`src/hw/rtl/lsp_pkg.sv`:
```
`default_nettype none
package lsp_pkg;

    localparam int MAX_POINTS = 4096;
    localparam int IDX_W      = 12;
    localparam int MAX_IDX_I  = (MAX_POINTS - 1 > 4095) ? 4095 : MAX_POINTS - 1;
    localparam logic [IDX_W-1:0] MAX_IDX = IDX_W'(MAX_IDX_I);

    // Register indexes on the configuration port
    localparam logic [2:0] REG_START_ANGLE   = 3'd0;
    localparam logic [2:0] REG_ANGLE_STEP    = 3'd1;
    localparam logic [2:0] REG_MIN_RANGE     = 3'd2;
    localparam logic [2:0] REG_MAX_RANGE     = 3'd3;
    localparam logic [2:0] REG_USER_CUTOFF   = 3'd4;
    localparam logic [2:0] REG_SAMPLE_PERIOD = 3'd5;

    // Odd Taylor coefficients of sin(pi/2*z) in Q2.30
    localparam logic [31:0] SIN_C9 = 32'd172272;
    localparam logic [31:0] HORNER_COEF [4] = '{
        32'd5026995, 32'd85569306, 32'd693598668, 32'd1686629713
    };
    localparam int NUM_CELLS = 4;

    // Item travelling down the Horner chain
    typedef struct packed {
        logic        vld;
        logic        tag;   // 0: sine (y), 1: cosine (x)
        logic        neg;
        logic [30:0] z;
        logic [30:0] z2;
        logic [31:0] p;
    } trig_t;

endpackage
`default_nettype wire

```
`src/hw/rtl/lsp_cell.sv`:
```
`default_nettype none
module lsp_cell (
    input  wire logic          aclk,
    input  wire logic          aresetn,
    input  wire logic [31:0]   coef,
    input  wire lsp_pkg::trig_t cell_i,
    output lsp_pkg::trig_t     cell_o
);
    import lsp_pkg::*;

    logic [62:0] prod;
    trig_t       cell_reg;
    trig_t       cell_next;

    // One Horner step: p = coef - (z2 * p) >> 30
    always_comb begin
        prod      = {32'b0, cell_i.z2} * {31'b0, cell_i.p};
        cell_next = cell_i;
        cell_next.p = coef - prod[61:30];
    end

    // Hand the item to the next cell
    always_ff @(posedge aclk) begin
        if (!aresetn) begin
            cell_reg.vld <= 1'b0;
        end else begin
            cell_reg <= cell_next;
        end
    end

    assign cell_o = cell_reg;

endmodule
`default_nettype wire

```
`config.mk`:
```
export PLATFORM = sky130hd
export DESIGN_NAME = lsp_cell
export DESIGN_NICKNAME = d
export VERILOG_FILES = /design/src/hw/rtl/lsp_pkg.sv /design/src/hw/rtl/lsp_cell.sv
export SDC_FILE = /design/constraint.sdc
export NUM_CORES = 2
export LEC_CHECK = 0
export ABC_AREA = 1
export BUFFER_PORTS_ARGS = -buffer_cell sky130_fd_sc_hd__buf_2
export CORE_ASPECT_RATIO = 0.8
export CORE_UTILIZATION = 70
export DETAILED_ROUTE_END_ITERATION = 10
export PLACE_DENSITY_LB_ADDON = 0.1
export SLEW_MARGIN = 10
export SYNTH_ARGS = -nofsm -noshare
export SYNTH_HDL_FRONTEND = slang
export SYNTH_SLANG_ARGS = --single-unit
```
`constraint.sdc`:
```
create_clock -name aclk -period 20.8 [get_ports aclk]
set_input_delay 4.16 -clock aclk [delete_from_list [all_inputs] [get_ports aclk]]
set_output_delay 4.16 -clock aclk [all_outputs]
set_load 0.05 [all_outputs]
```
==> qor.txt <==
Outcome -> completed
RSZ-0062 raised after global routing -> false
Worst setup EP type -> register
Mapped Nets -> 6089
# Post-CTS Setup Buffers -> 0
Worst-path clk slew -> 110 ps
Number of global-route vias before repair -> 32039
Layout area overhead -> 4.29%
Ports -> 228
Worst EP required -> 20960 ps
DR vias/cell -> 5.48
Kind of critical path -> in2reg
Die Span Y -> 210 um
Fin crit period -> 12550 ps
Netlist cell types -> 42
Number of flops mapped to enable cells by yosys -> 96
Initial Utilization -> 0.716
HP Class -> in2reg
Die Wd -> 262 um
FFs w/ async S/R, synth -> 0
Root Driver -> clkbuf_16
Layout cells sized above 1 -> 0.0570
Vias -> 30530
Post-Syn Instances -> 4815
Congestion Overflow GR -> 0
Max-slew violations -> 0
Multi-input combinational cell area -> 29000 sq um
Fmax -> 79.7 MHz
Synthesized area per cell -> 7.89 sq um
Synth cell count leaders -> 1426 x inv_1, 1379 x nand2_1, 865 x fa_1
Slew @ Worst Pin -> 968 ps
Most common cell in the synthesized netlist -> inv_1
CTS max path bufs -> 2
Htree depth -> 3
Ys Warns -> 0
Fin crit share -> 0.604
Register area -> 2900 sq um
CTS tree -> yes
# rows -> 75
Post-synth top area share -> 0.456
Synth Flop Type -> edfxtp_1
CP max FO -> 33
CP most frequent cell -> fa_1
I/O Buffers -> 227
Max reg flops -> 97
Top post-synthesis cells by area -> fa_1 46%, inv_1 14%, nand2_1 14%, ha_1 9.2%, edfxtp_1 7.6%
Max-cap violations -> 0
Total CTS buffers -> 9
DIE AREA -> 55200 sq um
CTS Hold Bufs -> 0
Dpl hpwl -> 84200 um
DR DRC count -> 0
Post-CTS Resized -> 0
Final Hold Vio Count -> 0
Max-slew headroom -> 0.355
# diodes -> 0
Max incr delay on CP -> 680 ps
Arr. time, crit path -> 12720 ps
Filler instances -> 4121
Post-synthesis cell area -> 38000 sq um
Nets -> 6143
FF+latch count, synth -> 97
Core ar. -> 53000 sq um
Initial antenna violation count -> 0
First-pass GRT wire length -> 169000 um
Drt first pass iters -> 6
ANT nets after route -> 0
WP buf/inv -> 2
Post-synthesis sequential area ratio -> 0.0764
Total GRT Usage -> 0.399
Pin count of the biggest net entering global routing -> 56
Slowest stage cell, crit path -> fa_1
Most area-hungry cell type in the Yosys netlist -> fa_1
Setup TNS -> 0 ps
Final WL -> 103000 um
Average wire per standard cell -> 18.5 um
CTS sink cnt -> 97
Final Setup Violations -> 0
RD Place Congestion -> 1.01
CP startpoint kind -> primary input
Critical path's top delay family -> adder cells
DRT iter0 DRCs -> 3134
## final timing paths
check                 startpoint              endpoint  slack [ps]  cells past startpoint
worst max-delay path  cell_i[39]  cell_o[25]$_DFFE_PP_        8250                     28
worst min-delay path  cell_i[66]  cell_o[66]$_DFFE_PP_        3910                      1
## final cells by class
class,instances,area share
clock inverter,7,0.00177
clock buffer,9,0.00569
sequential,97,0.0733
tap,693,0.0219
inverter,1437,0.136
timing repair buffer,232,0.0297
multi-input combinational,3092,0.731
## metrics by stage
step / setup WS, ps / hold WS [ps] / utilization / cells / instance area [sq um]
6_report: 8250 / 3910 / 0.747 / 5567 / 39600
5_1_grt: 7960 / 3910 / 0.747 / 5567 / 39600
4_1_cts: 8320 / 3900 / 0.747 / 5567 / 39600
3_5_place_dp: 7930 / 4340 / 0.741 / 5551 / 39300
3_3_place_gp: 7860 / 4340 / 0.741 / 5551 / 39300
2_1_floorplan: 9470 / 4250 / - / 4815 / 38000
## per-layer routing
metal | routed length (um) | global-route usage
met5 | 0 | 0
met1 | 41600 | 0.566
met3 | 13600 | 0.115
met2 | 45500 | 0.612
met4 | 2280 | 0.0968
## cell usage in the layout (no fill, tap or decap), drive strengths merged
| cell | instances |
|---|---|
| a31o | 1 |
| ha | 278 |
| a21boi | 2 |
| nand3 | 71 |
| a21oi | 118 |
| nor2 | 172 |
| a21o | 11 |
| dfxtp | 1 |
| clkbuf | 9 |
| clkinv | 3 |
| o211ai | 1 |
| nand2b | 1 |
| o21ai | 68 |
| xnor2 | 10 |
| o21a | 3 |
| a211oi | 1 |
| nor3b | 1 |
| or2 | 1 |
| nand4 | 17 |
| xor2 | 25 |
| and2 | 1 |
| and3 | 4 |
| edfxtp | 96 |
| nor4 | 7 |
| a31oi | 5 |
| inv | 1441 |
| nor3 | 18 |
| fa | 865 |
| o21bai | 19 |
| nand2 | 1383 |
| nand3b | 9 |
| buf | 232 |
## kinds of logic (layout without fill, tap and decap cells)
family | after synthesis | after routing | synth area share
AOI/OAI and AO/OA | 229 | 229 | 0.0332
xor gates and xnor gates | 35 | 35 | 0.00807
adders and majority gates | 1143 | 1143 | 0.548
buffers and inverters | 1626 | 1685 | 0.161
DFF | 97 | 97 | 0.0764
and+or+nand+nor | 1685 | 1685 | 0.174
Power is left out: the tool's default activity adds up to more than one toggle a clock period on the data nets, which glitch-free logic cannot reach.
